<file path="src/sv/assert_macros.svh">
// ----------------------------------------------------------------------------
// Assertion macros
// Shared concurrent assertion wrappers, clocked on clk, quiet during reset.
// ----------------------------------------------------------------------------
`ifndef ASSERT_MACROS_SVH
`define ASSERT_MACROS_SVH

// Check a property on every rising edge of clk while arst_n is high.
`define LRAC_ASSERT(lbl, prop, msg) \
	lbl: assert property (@(posedge clk) disable iff (!arst_n) prop) else $error(msg);

// Check that a condition never holds.
`define LRAC_NEVER(lbl, expr, msg) \
	`LRAC_ASSERT(lbl, !(expr), msg)

`endif

</file>
<file path="src/sv/lrac_pkg.sv">
// ----------------------------------------------------------------------------
// lrac_pkg
// Shared constants, codes and result type of the layer compositor.
// ----------------------------------------------------------------------------
package lrac_pkg;

	localparam int LAYERS_DEF     = 16;
	localparam int COORD_BITS_DEF = 13;

	localparam int CMD_W     = 2;
	localparam int SLOT_W    = 4;
	localparam int SIZE_W    = 13;
	localparam int TEXEL_W   = 32;
	localparam int OUT_W     = 24;
	localparam int ACC_W     = 16;
	localparam int MIX_W     = 24;
	localparam int CFG_IDX_W = 2;

	// command codes
	localparam logic [CMD_W-1:0] CMD_LOAD   = 2'd0;
	localparam logic [CMD_W-1:0] CMD_LOCATE = 2'd1;
	localparam logic [CMD_W-1:0] CMD_BLEND  = 2'd2;

	// register indexes
	localparam logic [CFG_IDX_W-1:0] REG_FRAME_WIDTH  = 2'd0;
	localparam logic [CFG_IDX_W-1:0] REG_FRAME_HEIGHT = 2'd1;

	localparam logic [SIZE_W-1:0] FRAME_WIDTH_RST  = 13'd640;
	localparam logic [SIZE_W-1:0] FRAME_HEIGHT_RST = 13'd480;

	localparam logic [7:0]       ALPHA_MAX = 8'd255;
	localparam logic [ACC_W-1:0] ACC_MAX   = 16'hFF00;

	typedef struct packed {
		logic [OUT_W-1:0] packed_color;
		logic [OUT_W-1:0] frame_index;
		logic             inside_frame;
		logic             covered;
		logic [OUT_W-1:0] texel_index;
	} res_t;

endpackage

</file>
<file path="src/sv/lrac_req_if.sv">
// ----------------------------------------------------------------------------
// lrac_req_if
// Command channel: load, locate and blend beats with valid/ready.
// ----------------------------------------------------------------------------
interface lrac_req_if import lrac_pkg::*; #(
	parameter int COORD_BITS = COORD_BITS_DEF
);
	logic                         valid;
	logic                         ready;
	logic [CMD_W-1:0]             cmd;
	logic [SLOT_W-1:0]            layer_slot;
	logic signed [COORD_BITS-1:0] coord_x;
	logic signed [COORD_BITS-1:0] coord_y;
	logic [SIZE_W-1:0]            width_in;
	logic [SIZE_W-1:0]            height_in;
	logic [TEXEL_W-1:0]           texel;
	logic                         pixel_start;
	logic                         final_layer;

	modport source (
		output valid, cmd, layer_slot, coord_x, coord_y, width_in, height_in,
		       texel, pixel_start, final_layer,
		input  ready
	);
	modport sink (
		input  valid, cmd, layer_slot, coord_x, coord_y, width_in, height_in,
		       texel, pixel_start, final_layer,
		output ready
	);
endinterface

</file>
<file path="src/sv/lrac_rsp_if.sv">
// ----------------------------------------------------------------------------
// lrac_rsp_if
// Result channel: locate answers and composited pixels with valid/ready.
// ----------------------------------------------------------------------------
interface lrac_rsp_if import lrac_pkg::*; ();
	logic             valid;
	logic             ready;
	logic [OUT_W-1:0] packed_color;
	logic [OUT_W-1:0] frame_index;
	logic             inside_frame;
	logic             covered;
	logic [OUT_W-1:0] texel_index;

	modport source (
		output valid, packed_color, frame_index, inside_frame, covered, texel_index,
		input  ready
	);
	modport sink (
		input  valid, packed_color, frame_index, inside_frame, covered, texel_index,
		output ready
	);
endinterface

</file>
<file path="src/sv/lrac_cfg_if.sv">
// ----------------------------------------------------------------------------
// lrac_cfg_if
// Register write channel: index and data with valid/ready.
// ----------------------------------------------------------------------------
interface lrac_cfg_if import lrac_pkg::*; ();
	logic                 valid;
	logic                 ready;
	logic [CFG_IDX_W-1:0] index;
	logic [SIZE_W-1:0]    data;

	modport source (output valid, index, data, input ready);
	modport sink (input valid, index, data, output ready);
endinterface

</file>
<file path="src/sv/layer_rect_alpha_compositor_unit.sv">
// ----------------------------------------------------------------------------
// layer_rect_alpha_compositor_unit
// Rectangular layer compositor: geometry RAM, coverage test, "over" blend
// into 8.8 color accumulators, and frame index of each finished pixel.
// ----------------------------------------------------------------------------
//  channel | dir | beat                                   | accepted when
//  req     | in  | cmd, slot, coords, size, texel, flags  | req.valid & req.ready
//  rsp     | out | color, frame index, inside, cover, tix | rsp.valid & rsp.ready
//  cfg     | in  | register index, data                   | cfg.valid (ready high)
//
//  One beat per cycle while the second output entry is free; a result reaches
//  rsp through stage registers s1, s2 and s3, the first loaded on the edge
//  that takes its command beat, then the output register.
//  The accumulator read-modify-write sits in stage 2 and closes within it,
//  so consecutive blends of the same pixel run back to back.
//  Reset clears the layer and stage valid bits and accumulators at once;
//  no clearing pass, commands are taken on the first edge after reset.
//  A two-entry output buffer decouples rsp: the pipeline freezes only while
//  both entries are held.
// ----------------------------------------------------------------------------
`include "assert_macros.svh"

module layer_rect_alpha_compositor_unit import lrac_pkg::*; #(
	parameter int LAYERS     = LAYERS_DEF,
	parameter int COORD_BITS = COORD_BITS_DEF
) (
	input  logic         clk,
	input  logic         arst_n,
	lrac_req_if.sink     req,
	lrac_rsp_if.source   rsp,
	lrac_cfg_if.sink     cfg
);
	localparam int IDX_W = (LAYERS > 1) ? $clog2(LAYERS) : 1;
	localparam int DW    = ((COORD_BITS > SIZE_W) ? COORD_BITS : SIZE_W) + 2;
	localparam int FP_W  = COORD_BITS + SIZE_W + 1;
	localparam int AR_W  = 2 * SIZE_W;
	localparam int XW    = (FP_W + 1 > AR_W + 1) ? FP_W + 1 : AR_W + 1;
	localparam int TP_W  = 2 * SIZE_W;

	typedef struct packed {
		logic signed [COORD_BITS-1:0] x;
		logic signed [COORD_BITS-1:0] y;
		logic [SIZE_W-1:0]            w;
		logic [SIZE_W-1:0]            h;
	} geo_t;

	// Divide a blend sum by 255: reciprocal series estimate, one correction.
	function automatic logic [ACC_W-1:0] div255(input logic [MIX_W-1:0] x);
		logic [MIX_W:0]   s;
		logic [MIX_W-8:0] q0;
		logic [MIX_W+1:0] r;
		s  = {1'b0, x} + (MIX_W+1)'(x >> 8) + (MIX_W+1)'(x >> 16);
		q0 = s[MIX_W:8];
		r  = (MIX_W+2)'(x) + (MIX_W+2)'(q0) - (MIX_W+2)'({q0, 8'h00});
		return ACC_W'(q0) + {{(ACC_W-1){1'b0}}, (r >= (MIX_W+2)'(255))};
	endfunction

	// ---------------- registers and handshake ----------------
	logic [SIZE_W-1:0] fw_q, fh_q;
	logic [AR_W-1:0]   area_q;
	logic              en;
	logic              accept;
	logic              slot_ok;
	logic [IDX_W-1:0]  slot_idx;
	logic [LAYERS-1:0] geo_vld_q;
	geo_t              geo_wr, geo_rd;
	logic              out_vld_q, skid_vld_q;

	// pipeline advances whenever the second output entry is free
	assign en         = !skid_vld_q;
	assign req.ready  = en;
	assign cfg.ready  = 1'b1;
	assign accept     = req.valid && en;
	assign slot_ok    = (32'(req.layer_slot) < LAYERS);
	assign slot_idx   = IDX_W'(req.layer_slot);

	assign geo_wr = '{x: req.coord_x, y: req.coord_y, w: req.width_in, h: req.height_in};

	// layer geometry store: write on load beats, read whenever the pipeline advances
	lrac_ram #(
		.WIDTH ($bits(geo_t)),
		.DEPTH (LAYERS)
	) u_geo_ram (
		.clk   (clk),
		.we    (accept && req.cmd == CMD_LOAD && slot_ok),
		.waddr (slot_idx),
		.wdata (geo_wr),
		.re    (en),
		.raddr (slot_idx),
		.rdata (geo_rd)
	);

	// ---------------- stage 1: coverage test ----------------
	logic                         vld_s1, geo_ok_s1, start_s1, final_s1;
	logic [CMD_W-1:0]             cmd_s1;
	logic signed [COORD_BITS-1:0] px_s1, py_s1;
	logic [TEXEL_W-1:0]           tex_s1;

	logic signed [DW-1:0]   lx, ly;
	logic                   cov;
	logic signed [FP_W-1:0] fprod;
	logic [7:0]             a1;
	logic [15:0]            ta_prod [3];

	always_comb begin
		lx    = DW'(px_s1) - DW'(geo_rd.x);
		ly    = DW'(py_s1) - DW'(geo_rd.y);
		cov   = geo_ok_s1 && !lx[DW-1] && !ly[DW-1] &&
		        (lx < $signed(DW'(geo_rd.w))) && (ly < $signed(DW'(geo_rd.h)));
		fprod = py_s1 * $signed({1'b0, fw_q});
		a1    = tex_s1[31:24];
		for (int k = 0; k < 3; k++) begin
			ta_prod[k] = tex_s1[8*k +: 8] * a1;
		end
	end

	// ---------------- stage 2: blend, frame index ----------------
	logic                         vld_s2, cov_s2, start_s2, final_s2;
	logic [CMD_W-1:0]             cmd_s2;
	logic signed [COORD_BITS-1:0] px_s2;
	logic signed [FP_W-1:0]       fprod_s2;
	logic [SIZE_W-1:0]            lx_s2, ly_s2, w_s2;
	logic [7:0]                   a_s2, inv_s2;
	logic [7:0]                   t_s2  [3];
	logic [MIX_W-1:0]             ta_s2 [3];

	logic [ACC_W-1:0] acc_q    [3];
	logic [ACC_W-1:0] acc_base [3];
	logic [ACC_W-1:0] acc_nxt  [3];
	logic [MIX_W-1:0] mix_prod [3];
	logic [MIX_W-1:0] mix      [3];
	logic signed [XW-1:0] fidx;
	logic                 in_frame;
	logic [TP_W-1:0]      tprod;
	logic                 blend_go;

	always_comb begin
		for (int k = 0; k < 3; k++) begin
			acc_base[k] = start_s2 ? '0 : acc_q[k];
			mix_prod[k] = acc_base[k] * inv_s2;
			mix[k]      = mix_prod[k] + ta_s2[k];
			priority if (!cov_s2 || a_s2 == 8'd0) begin
				acc_nxt[k] = acc_base[k];
			end else if (a_s2 == ALPHA_MAX) begin
				acc_nxt[k] = {t_s2[k], 8'h00};
			end else begin
				acc_nxt[k] = div255(mix[k]);
			end
		end
		fidx     = XW'(px_s2) + XW'(fprod_s2);
		in_frame = !fidx[XW-1] && (fidx < $signed(XW'(area_q)));
		tprod    = ly_s2 * w_s2;
	end

	assign blend_go = en && vld_s2 && cmd_s2 == CMD_BLEND;

	// ---------------- stage 3: result assembly ----------------
	logic              vld_s3, cov_s3, final_s3, inside_s3;
	logic [CMD_W-1:0]  cmd_s3;
	logic [SIZE_W-1:0] lx_s3;
	logic [TP_W-1:0]   tprod_s3;
	logic [OUT_W-1:0]  fidx_s3;
	logic              res_vld;
	res_t              res;

	always_comb begin
		res     = '0;
		res_vld = 1'b0;
		if (vld_s3 && cmd_s3 == CMD_LOCATE) begin
			res_vld     = 1'b1;
			res.covered = cov_s3;
			res.texel_index = cov_s3 ? OUT_W'(tprod_s3 + TP_W'(lx_s3)) : '0;
		end else if (vld_s3 && cmd_s3 == CMD_BLEND && final_s3) begin
			res_vld          = 1'b1;
			res.packed_color = {acc_q[0][15:8], acc_q[1][15:8], acc_q[2][15:8]};
			res.frame_index  = fidx_s3;
			res.inside_frame = inside_s3;
		end
	end

	// ---------------- output register and skid entry ----------------
	res_t out_q, skid_q;

	assign rsp.valid        = out_vld_q;
	assign rsp.packed_color = out_q.packed_color;
	assign rsp.frame_index  = out_q.frame_index;
	assign rsp.inside_frame = out_q.inside_frame;
	assign rsp.covered      = out_q.covered;
	assign rsp.texel_index  = out_q.texel_index;

	// control state
	always_ff @(posedge clk or negedge arst_n) begin
		if (!arst_n) begin
			fw_q       <= FRAME_WIDTH_RST;
			fh_q       <= FRAME_HEIGHT_RST;
			geo_vld_q  <= '0;
			vld_s1     <= 1'b0;
			vld_s2     <= 1'b0;
			vld_s3     <= 1'b0;
			out_vld_q  <= 1'b0;
			skid_vld_q <= 1'b0;
			for (int k = 0; k < 3; k++) begin
				acc_q[k] <= '0;
			end
		end else begin
			if (cfg.valid) begin
				unique case (cfg.index)
					REG_FRAME_WIDTH:  fw_q <= cfg.data;
					REG_FRAME_HEIGHT: fh_q <= cfg.data;
					default: ;
				endcase
			end
			if (accept && req.cmd == CMD_LOAD && slot_ok) begin
				geo_vld_q[slot_idx] <= 1'b1;
			end
			if (en) begin
				vld_s1 <= accept;
				vld_s2 <= vld_s1;
				vld_s3 <= vld_s2;
			end
			if (blend_go) begin
				for (int k = 0; k < 3; k++) begin
					acc_q[k] <= acc_nxt[k];
				end
			end
			// drain the skid entry first, else take the new result
			if (skid_vld_q) begin
				if (rsp.ready) begin
					skid_vld_q <= 1'b0;
				end
			end else if (res_vld) begin
				if (!out_vld_q || rsp.ready) begin
					out_vld_q <= 1'b1;
				end else begin
					skid_vld_q <= 1'b1;
				end
			end else if (rsp.ready) begin
				out_vld_q <= 1'b0;
			end
		end
	end

	// payload
	always_ff @(posedge clk) begin
		area_q <= fw_q * fh_q;
		if (en) begin
			cmd_s1    <= req.cmd;
			px_s1     <= req.coord_x;
			py_s1     <= req.coord_y;
			tex_s1    <= req.texel;
			start_s1  <= req.pixel_start;
			final_s1  <= req.final_layer;
			geo_ok_s1 <= slot_ok ? geo_vld_q[slot_idx] : 1'b0;

			cmd_s2   <= cmd_s1;
			px_s2    <= px_s1;
			start_s2 <= start_s1;
			final_s2 <= final_s1;
			cov_s2   <= cov;
			lx_s2    <= lx[SIZE_W-1:0];
			ly_s2    <= ly[SIZE_W-1:0];
			w_s2     <= geo_rd.w;
			fprod_s2 <= fprod;
			a_s2     <= a1;
			inv_s2   <= ALPHA_MAX - a1;
			for (int k = 0; k < 3; k++) begin
				t_s2[k]  <= tex_s1[8*k +: 8];
				ta_s2[k] <= {ta_prod[k], 8'h7F};
			end

			cmd_s3    <= cmd_s2;
			final_s3  <= final_s2;
			cov_s3    <= cov_s2;
			lx_s3     <= lx_s2;
			tprod_s3  <= tprod;
			fidx_s3   <= fidx[OUT_W-1:0];
			inside_s3 <= in_frame;
		end
		if (skid_vld_q) begin
			if (rsp.ready) begin
				out_q <= skid_q;
			end
		end else if (res_vld) begin
			if (!out_vld_q || rsp.ready) begin
				out_q <= res;
			end else begin
				skid_q <= res;
			end
		end
	end

	// ---------------- checks ----------------
	`LRAC_ASSERT(a_skid_behind_out, skid_vld_q |-> out_vld_q, "skid entry held without output entry")
	`LRAC_NEVER(a_acc_red_range, acc_q[2] > ACC_MAX, "red accumulator above full scale")
	`LRAC_NEVER(a_acc_blue_range, acc_q[0] > ACC_MAX, "blue accumulator above full scale")
	`LRAC_ASSERT(a_load_marks_valid, accept && req.cmd == CMD_LOAD && slot_ok |=> geo_vld_q[$past(slot_idx)], "loaded layer not marked valid")
	`LRAC_ASSERT(a_opaque_replace, blend_go && cov_s2 && a_s2 == ALPHA_MAX |=> acc_q[2][15:8] == $past(t_s2[2]) && acc_q[2][7:0] == 8'h00, "opaque texel did not replace red")

endmodule

</file>
<file path="src/sv/lrac_ram.sv">
// ----------------------------------------------------------------------------
// lrac_ram
// Generic single-write, single-read synchronous RAM with registered read.
// ----------------------------------------------------------------------------
module lrac_ram #(
	parameter int  WIDTH = 8,
	parameter int  DEPTH = 16,
	localparam int AW    = (DEPTH > 1) ? $clog2(DEPTH) : 1
) (
	input  logic             clk,
	input  logic             we,
	input  logic [AW-1:0]    waddr,
	input  logic [WIDTH-1:0] wdata,
	input  logic             re,
	input  logic [AW-1:0]    raddr,
	output logic [WIDTH-1:0] rdata
);
	logic [WIDTH-1:0] mem [DEPTH];

	always_ff @(posedge clk) begin
		if (we) begin
			mem[waddr] <= wdata;
		end
		if (re) begin
			rdata <= mem[raddr];
		end
	end
endmodule
</file>
<file path="src/flat_wrapper.sv">
// flat-port wrapper written by rule: the top's interface ports become plain ports
module layer_rect_alpha_compositor_unit_flat import lrac_pkg::*;
#(
	parameter int LAYERS     = LAYERS_DEF,
	parameter int COORD_BITS = COORD_BITS_DEF
)
  (clk, arst_n, req_valid, req_cmd, req_layer_slot, req_coord_x, req_coord_y, req_width_in, req_height_in, req_texel, req_pixel_start, req_final_layer, req_ready, rsp_valid, rsp_packed_color, rsp_frame_index, rsp_inside_frame, rsp_covered, rsp_texel_index, rsp_ready, cfg_valid, cfg_index, cfg_data, cfg_ready);
  lrac_req_if #(.COORD_BITS(COORD_BITS)) req_i ();
  lrac_rsp_if rsp_i ();
  lrac_cfg_if cfg_i ();
  input  logic clk;
  input  logic arst_n;
  input wire logic [$bits(req_i.valid)-1:0] req_valid;
  input wire logic [$bits(req_i.cmd)-1:0] req_cmd;
  input wire logic [$bits(req_i.layer_slot)-1:0] req_layer_slot;
  input wire logic [$bits(req_i.coord_x)-1:0] req_coord_x;
  input wire logic [$bits(req_i.coord_y)-1:0] req_coord_y;
  input wire logic [$bits(req_i.width_in)-1:0] req_width_in;
  input wire logic [$bits(req_i.height_in)-1:0] req_height_in;
  input wire logic [$bits(req_i.texel)-1:0] req_texel;
  input wire logic [$bits(req_i.pixel_start)-1:0] req_pixel_start;
  input wire logic [$bits(req_i.final_layer)-1:0] req_final_layer;
  output wire logic [$bits(req_i.ready)-1:0] req_ready;
  output wire logic [$bits(rsp_i.valid)-1:0] rsp_valid;
  output wire logic [$bits(rsp_i.packed_color)-1:0] rsp_packed_color;
  output wire logic [$bits(rsp_i.frame_index)-1:0] rsp_frame_index;
  output wire logic [$bits(rsp_i.inside_frame)-1:0] rsp_inside_frame;
  output wire logic [$bits(rsp_i.covered)-1:0] rsp_covered;
  output wire logic [$bits(rsp_i.texel_index)-1:0] rsp_texel_index;
  input wire logic [$bits(rsp_i.ready)-1:0] rsp_ready;
  input wire logic [$bits(cfg_i.valid)-1:0] cfg_valid;
  input wire logic [$bits(cfg_i.index)-1:0] cfg_index;
  input wire logic [$bits(cfg_i.data)-1:0] cfg_data;
  output wire logic [$bits(cfg_i.ready)-1:0] cfg_ready;
  assign req_i.valid = req_valid;
  assign req_i.cmd = req_cmd;
  assign req_i.layer_slot = req_layer_slot;
  assign req_i.coord_x = req_coord_x;
  assign req_i.coord_y = req_coord_y;
  assign req_i.width_in = req_width_in;
  assign req_i.height_in = req_height_in;
  assign req_i.texel = req_texel;
  assign req_i.pixel_start = req_pixel_start;
  assign req_i.final_layer = req_final_layer;
  assign req_ready = req_i.ready;
  assign rsp_valid = rsp_i.valid;
  assign rsp_packed_color = rsp_i.packed_color;
  assign rsp_frame_index = rsp_i.frame_index;
  assign rsp_inside_frame = rsp_i.inside_frame;
  assign rsp_covered = rsp_i.covered;
  assign rsp_texel_index = rsp_i.texel_index;
  assign rsp_i.ready = rsp_ready;
  assign cfg_i.valid = cfg_valid;
  assign cfg_i.index = cfg_index;
  assign cfg_i.data = cfg_data;
  assign cfg_ready = cfg_i.ready;
  layer_rect_alpha_compositor_unit #(.LAYERS(LAYERS), .COORD_BITS(COORD_BITS)) u_core (.clk(clk), .arst_n(arst_n), .req(req_i), .rsp(rsp_i), .cfg(cfg_i));
endmodule
</file>
<file path="config.mk">
export PLATFORM = sky130hd
export DESIGN_NAME = layer_rect_alpha_compositor_unit_flat
export DESIGN_NICKNAME = d
export VERILOG_FILES = /design/src/sv/lrac_pkg.sv /design/src/sv/lrac_req_if.sv /design/src/sv/lrac_rsp_if.sv /design/src/sv/lrac_cfg_if.sv /design/src/sv/layer_rect_alpha_compositor_unit.sv /design/src/sv/lrac_ram.sv /design/src/flat_wrapper.sv
export VERILOG_INCLUDE_DIRS = /design/src /design/src/sv
export SDC_FILE = /design/constraint.sdc
export NUM_CORES = 2
export LEC_CHECK = 0
export ABC_AREA = 1
export BUFFER_PORTS_ARGS = -buffer_cell sky130_fd_sc_hd__buf_2
export CORE_ASPECT_RATIO = 0.8
export CORE_MARGIN = 1.5
export CORE_UTILIZATION = 40
export CTS_BUF_LIST = sky130_fd_sc_hd__clkbuf_2
export CTS_CLUSTER_DIAMETER = 120
export DETAILED_ROUTE_END_ITERATION = 12
export PLACE_DENSITY = 0.53
export SETUP_SLACK_MARGIN = 0.2
export SYNTH_ARGS = -nofsm -noshare
export SYNTH_HDL_FRONTEND = slang
export SYNTH_HIERARCHICAL = 1
export SYNTH_SLANG_ARGS = --single-unit
</file>
<file path="constraint.sdc">
create_clock -name clk -period 31.5 [get_ports clk]
set_input_delay 1.575 -clock clk [delete_from_list [all_inputs] [get_ports clk]]
set_output_delay 1.575 -clock clk [all_outputs]
set_load 0.05 [all_outputs]
</file>
# After elaboration in Yosys (flattened, before gate mapping)
# Memories as Yosys holds them, arrays and structs flattened. A register that Yosys moved wholly into a read port is not among the register bits.
# Index checks and enable logic that the tools add are counted.
dict set report word_totals {
  regBits 498
  ramBits 904
  input_bits 112
  output_inout_bits 77
  word_cells 166
  mem_count 3
}
dict set report classes {
  addsub 23
  n_mul 9
  n_lt_le_gt_ge 8
  n_eq_ne 7
  mux 33
  bitwise_logic 3
  reduce_logical 33
}
# memory words width read_ports rd_ports_with_merged_regs wr line_no
set memory_table {}
lappend memory_table {u_core.u_geo_ram.mem 16 52 1 1 1 lrac_ram.sv:18} ;# logic [WIDTH-1:0] mem [DEPTH];
lappend memory_table {u_core.ta_s2 3 16 3 0 3 layer_rect_alpha_compositor_unit.sv:125} ;# logic [MIX_W-1:0] ta_s2 [3];
lappend memory_table {u_core.t_s2 3 8 3 0 3 layer_rect_alpha_compositor_unit.sv:124} ;# logic [7:0] t_s2 [3];
# op count
set ops {}
lappend ops {{$mux 74} 4}
lappend ops {{$mux 16} 9}
lappend ops {{$mux 49} 2}
lappend ops {{$ge 26x8->1 const B} 3}
lappend ops {{$sub 26x25->26} 3}
lappend ops {{$add 24x16->25} 3}
lappend ops {{$add 24x17->25} 3}
lappend ops {{$add 25x8->25} 3}
lappend ops {{$add 24x24->24} 3}
lappend ops {{$mul 16x8->24} 3}
lappend ops {{$add 16x1->16} 3}
lappend ops {{$mul 8x8->16} 3}
lappend ops {{$lt 15x14->1} 2}
lappend ops {{$add 13x27->28} 1}
lappend ops {{$lt 28x27->1} 1}
lappend ops {{$sub 13x13->14} 2}
lappend ops {{$mul 13x14->27} 1}
lappend ops {{$mul 13x13->26} 1}
lappend ops {{$mux 25} 1}
lappend ops {{$add 24x13->24} 1}
lappend ops {{$mul 13x13->24} 1}
lappend ops {{$mux 24} 1}
lappend ops {{$or 16x16->16} 1}
lappend ops {{$mux 1} 14}
lappend ops {{18 further kinds} 47}

# Depth between registers and ports, before layout
dict set report depth {
  depth_word 11
  mapped_depth 70
  ltp_nobuf 68
}

# Cells and area by module
# Netlist, hierarchy kept.
# module n_inst cells_per_inst area_each_um2 seq_area_each_um2
set by_module_without_submodules {}
lappend by_module_without_submodules {layer_rect_alpha_compositor_unit 1 8709 71128.2 16388.2}
lappend by_module_without_submodules {lrac_ram 1 3426 37031.8 26545.5}

# Worst setup path after synthesis
# OpenSTA, ideal clock, no wires.
dict set report synth_timing {
  path_kind {register -> output}
  startpoint {reg u_core.skid_vld_q}
  endpoint {out req_ready}
  t_arrival_ns 10.567
  required_time_ns 29.925
  path_slack_ns 19.358
  stages_incl_launch_ff 3
  n_path_buf 1
  cell_sequence {dfrtp_1 -> clkinv_1 -> clkbuf_1}
}
dict set report synth_via {
  elab_chain_cells 1
}
# element line_no
set synth_lines {}
lappend synth_lines {{from (decl)} layer_rect_alpha_compositor_unit.sv:67} ;# logic out_vld_q, skid_vld_q;
lappend synth_lines {{from (signal assigned)} layer_rect_alpha_compositor_unit.sv:201} ;# skid_vld_q <= 1'b0;
lappend synth_lines {{from (signal assigned)} layer_rect_alpha_compositor_unit.sv:229} ;# skid_vld_q <= 1'b0;
lappend synth_lines {{from (signal assigned)} layer_rect_alpha_compositor_unit.sv:235} ;# skid_vld_q <= 1'b1;
lappend synth_lines {{$logic_not 1->1} layer_rect_alpha_compositor_unit.sv:70} ;# assign en = !skid_vld_q;
lappend synth_lines {{to (decl)} flat_wrapper.sv:23} ;# output wire logic [$bits(req_i.ready)-1:0] req_ready;
# Every way passes these cells.

# Worst setup path after layout
dict set report layout_timing {
  startpoint {reg u_core.inv_s2[3]}
  endpoint {reg u_core/acc_q[45] in the netlist's numbering}
}
dict set report layout_via {
  elab_chain_cells 10
}
# element line_no
set layout_lines {}
lappend layout_lines {{from (decl)} layer_rect_alpha_compositor_unit.sv:123} ;# logic [7:0] a_s2, inv_s2;
lappend layout_lines {{from (signal assigned)} layer_rect_alpha_compositor_unit.sv:265} ;# inv_s2 <= ALPHA_MAX - a1;
lappend layout_lines {{$mul 16x8->24 (*)} layer_rect_alpha_compositor_unit.sv:140} ;# mix_prod[k] = acc_base[k] * inv_s2;
lappend layout_lines {{$add 24x24->24 (*)} layer_rect_alpha_compositor_unit.sv:141} ;# mix[k] = mix_prod[k] + ta_s2[k];
lappend layout_lines {{$add 24x16->25} layer_rect_alpha_compositor_unit.sv:52} ;# s = {1'b0, x} + (MIX_W+1)'(x >> 8) + (MIX_W+1)'(x >> 16);
lappend layout_lines {{$add 25x8->25} layer_rect_alpha_compositor_unit.sv:52}
lappend layout_lines {{$add 24x17->25} layer_rect_alpha_compositor_unit.sv:54} ;# r = (MIX_W+2)'(x) + (MIX_W+2)'(q0) - (MIX_W+2)'({q0, 8'h00});
lappend layout_lines {{$sub 26x25->26} layer_rect_alpha_compositor_unit.sv:54}
lappend layout_lines {{$ge 26x8->1} layer_rect_alpha_compositor_unit.sv:55} ;# return ACC_W'(q0) + {{(ACC_W-1){1'b0}}, (r >= (MIX_W+2)'(255))};
lappend layout_lines {{$add 16x1->16 (*)} layer_rect_alpha_compositor_unit.sv:55}
lappend layout_lines {{$mux 16 (*)} layer_rect_alpha_compositor_unit.sv:144} ;# end else if (a_s2 == ALPHA_MAX) begin
lappend layout_lines {{$mux 16 (*)} layer_rect_alpha_compositor_unit.sv:142} ;# priority if (!cov_s2 || a_s2 == 8'd0) begin
lappend layout_lines {{to (signal, indexed assignment)} layer_rect_alpha_compositor_unit.sv:223} ;# acc_q[k] <= acc_nxt[k];
lappend layout_lines {{to (decl)} layer_rect_alpha_compositor_unit.sv:127} ;# logic [ACC_W-1:0] acc_q [3];
# Every way passes the cells marked *; elsewhere a longest branch is shown, timed or not.
# A chain may end at the register's enable or synchronous reset.

==> impl_metrics.toml <==
[status]
outcome = "finished clean"

[global_routing]
antenna_found_initial = 48
grt_max_degree = 214
track_usage_pct = 23.7
gr-total-overflow = 0
grt_pass1_vias = 80989
grt_pass1_wl_um = 495000

[synthesis]
synthMuxAreaShare_pct = 0
synth_area_leader_cell = "edfxtp_1"
synthArstFlopShare_pct = 6.53
synth_top_family_by_area = "adder cells"
avgSynthCellArea_um2 = 8.91
synth-simple-area-share_pct = 18.6
synth_cell_type_count = 65
yosys.area_share.adder_pct = 24.2
synthFlopType = "edfxtp_1"
ys_seq_area_share_pct = 39.7
yosysTopAreaCellShare_pct = 37.0
synthXorXnorAreaFrac_pct = 2.16
ys_ff_latch = 1454
syn_area_um2 = 108000
synth_edf_count = 1333
yosysWarnings = 6
synthCells = 12135
synth_compound_gate_area_share_pct = 4.39
synth_nets = 13840
synth.top_cells.by_area = "edfxtp_1, fa_1, nand2_1, inv_1, ha_1"

[clock_network]
cts_buffers = 384
root_buffer = "clkbuf_2"
cts_tree = "done"
clockBufferDepth = 4
postCtsResizedCells = 0
path_clk_slew_ns = 0.12
numClockSinks = 1454
clkLatencyLatePin_ns = 1.75
h-tree-depth = 5
cts_post_setup_buffers_inserted = 0

[placement]
place_area_um2 = 113000
port_buffers = 187
gp_congestion = 0.952
dpl.hpwl_um = 232000

[timing]
finalSetupViolCount = 0
max_freq_mhz = 76.2
finClkSkew_ns = 0.252
drv_slew = 0
tns_ns = 0
fin_crit_ns = 13.12
slew_headroom_pct = 8.24
fin_crit_sh_pct = 41.7
rsz0062_at_grt = "no"
worstMarginPinSlew_ns = 1.37
hold_violations = 0

[die]
die_area_um2 = 274000
core_area_um2 = 269000
die_w_um = 584
initial_core_util_pct = 40.3
io_pins = 189
rows = 170
die_h_um = 468

[setup_path]
required_ns = 32.97
cpPeakStageDelay_ns = 0.87
start_kind = "flop"
crit_fanout = 26
cp_data_arrival_time_ns = 14.59
cp_top_family = "adder cells"
cpMaxStageDelayCell = "edfxtp_1"
critPathKind = "reg2reg"
cpMostUsedCell = "nand2_1"
path_buf_inv = 9
end_kind = "flop"

[detailed_routing]
drcViolationCount = 0
avgViaCountPerCell = 4.99
antenna_left = 0
first_iter_violations = 6699
firstDrtPassIters = 6
drt_wl_total_um = 326000
vias = 81566
routedWlPerCell_um = 19.9

[layout]
area_delta_synth_final_pct = 7.91
nNetsFinal = 14145
stdcell_area_um2 = 117000
layout-drive-gt1-share_pct = 8.50
final_cell_mix = "nand2_1, inv_1, edfxtp_1"
layout_commonest_cell = "nand2_1"

[hold_path]
min_path_type = "in2reg"

[job]
max_cap_violations = 0
==> final timing paths <==
kind | from | endpoint | slack [ns] | depth (start not counted)
worst max-delay path | u_core/inv_s2[3]$_DFFE_PN_ | u_core/acc_q[45]$_DFFE_PN0P_ | 18.38 | 54
worst min-delay path | cfg_data[10] | u_core/fh_q[10]$_DFFE_PN0P_ | 0.22 | 3
worst max register to register | u_core/inv_s2[3]$_DFFE_PN_ | u_core/acc_q[45]$_DFFE_PN0P_ | 18.38 | 54
worst min register to register | u_core/lx_s2[0]$_DFFE_PN_ | u_core/lx_s3[0]$_DFFE_PN_ | 0.28 | 0
max in group asynchronous | arst_n | u_core/acc_q[24]$_DFFE_PN0P_ | 29.31 | 3
min in group asynchronous | arst_n | u_core/fh_q[10]$_DFFE_PN0P_ | 0.54 | 2
==> worst reg2reg max path, delay by kind of cell (launching register included) <==
family	cells	cell delay, ns
xor+xnor	2	0.73
buf+inv	9	1.75
flops	1	0.87
fa+ha+maj	11	4.73
compound gates	4	0.58
simple gates	28	4.37
==> cells in the mapped netlist, types with 6 or more instances <==
| library cell | count |
|---|---|
| dfstp_2 | 6 |
| nor4_1 | 18 |
| ha_1 | 765 |
| clkbuf_1 | 248 |
| nand2_4 | 11 |
| a31oi_1 | 12 |
| nor3_1 | 38 |
| o21a_1 | 13 |
| o21ai_0 | 222 |
| xor2_1 | 186 |
| clkbuf_2 | 8 |
| dfrtp_1 | 89 |
| o22ai_1 | 8 |
| buf_1 | 32 |
| or2_2 | 18 |
| nand3b_1 | 17 |
| a21boi_1 | 6 |
| o21bai_1 | 28 |
| nor2_1 | 645 |
| buf_4 | 7 |
| inv_1 | 2678 |
| nand3_2 | 23 |
| xnor2_1 | 75 |
| o21ai_1 | 22 |
| and2_1 | 7 |
| o221ai_1 | 8 |
| nand4_1 | 58 |
| o211ai_1 | 7 |
| nand3_1 | 853 |
| inv_2 | 26 |
| buf_2 | 109 |
| nand2_1 | 3069 |
| a211oi_1 | 8 |
| edfxtp_1 | 1333 |
| a21oi_1 | 472 |
| a21o_1 | 30 |
| nor2_4 | 6 |
| nand2_2 | 51 |
| dfxtp_1 | 26 |
| nor2_2 | 20 |
| fa_1 | 828 |
==> stage by stage <==
stage / std cells / setup WS (ns) / util (%) / hold slack (ns)
2_1_floorplan: 12135 / 19.36 / - / 0.400
3_3_place_gp: 15634 / 18.55 / 42.0 / 0.404
3_5_place_dp: 15634 / 18.57 / 42.0 / 0.411
4_1_cts: 16343 / 18.52 / 43.4 / 0.000533
5_1_grt: 16353 / 17.61 / 43.4 / 0.0433
6_report: 16360 / 18.38 / 43.4 / 0.221
==> timing repair <==
item | 4_1_cts | 5_1_grt
setup endpoints to repair | 0 | 0
hold buffers | 32 | 0
endpoints found under the hold margin | 171 | 0
==> sequential cells by signal, summed over array words and instances, names as in the netlist, 16 cells and up <==
signal / flops
u_core/u_geo_ram/mem: 832
u_core/skid_q: 74
u_core/u_geo_ram/rdata: 52
u_core/acc_q: 48
u_core/ta_s2: 48
u_core/tex_s1: 32
u_core/fprod_s2: 27
u_core/area_q: 26
u_core/fidx_s3: 24
u_core/rsp.frame_index: 24
u_core/rsp.packed_color: 24
u_core/rsp.texel_index: 24
u_core/t_s2: 24
u_core/tprod_s3: 24
u_core/geo_vld_q: 16
==> final cells by class <==
class                   count  area [µm²]
diodes                     17        42.5
clock buffers             539        2700
inverters                2707       10200
repair buffers            323        2070
well taps                3612        4520
multi-input cells        7570       53500
clock inverters           138         731
fillers                 26673      152000
flip-flops and latches   1454       42900
==> layer usage <==
metal	vias up	GRT usage, %	share of wire [%]
li1	38624	-	-
met1	39573	36.2	49
met2	2867	34.3	41
met3	472	4.61	8.1
met4	30	5.66	2.1
met5	-	0	0.057
==> logic make-up (layout without fill, tap and decap cells) <==
logic type,after synthesis,after routing
adders and majority gates,1593,1593
buffers and inverters,3111,3707
and+or+nand+nor,4845,4845
DFF,1454,1454
xor gates and xnor gates,263,263
other,1,18
AOI/OAI and AO/OA,868,868
Power is left out: the tool's default activity adds up to more than one toggle a clock period on the data nets, which glitch-free logic cannot reach.
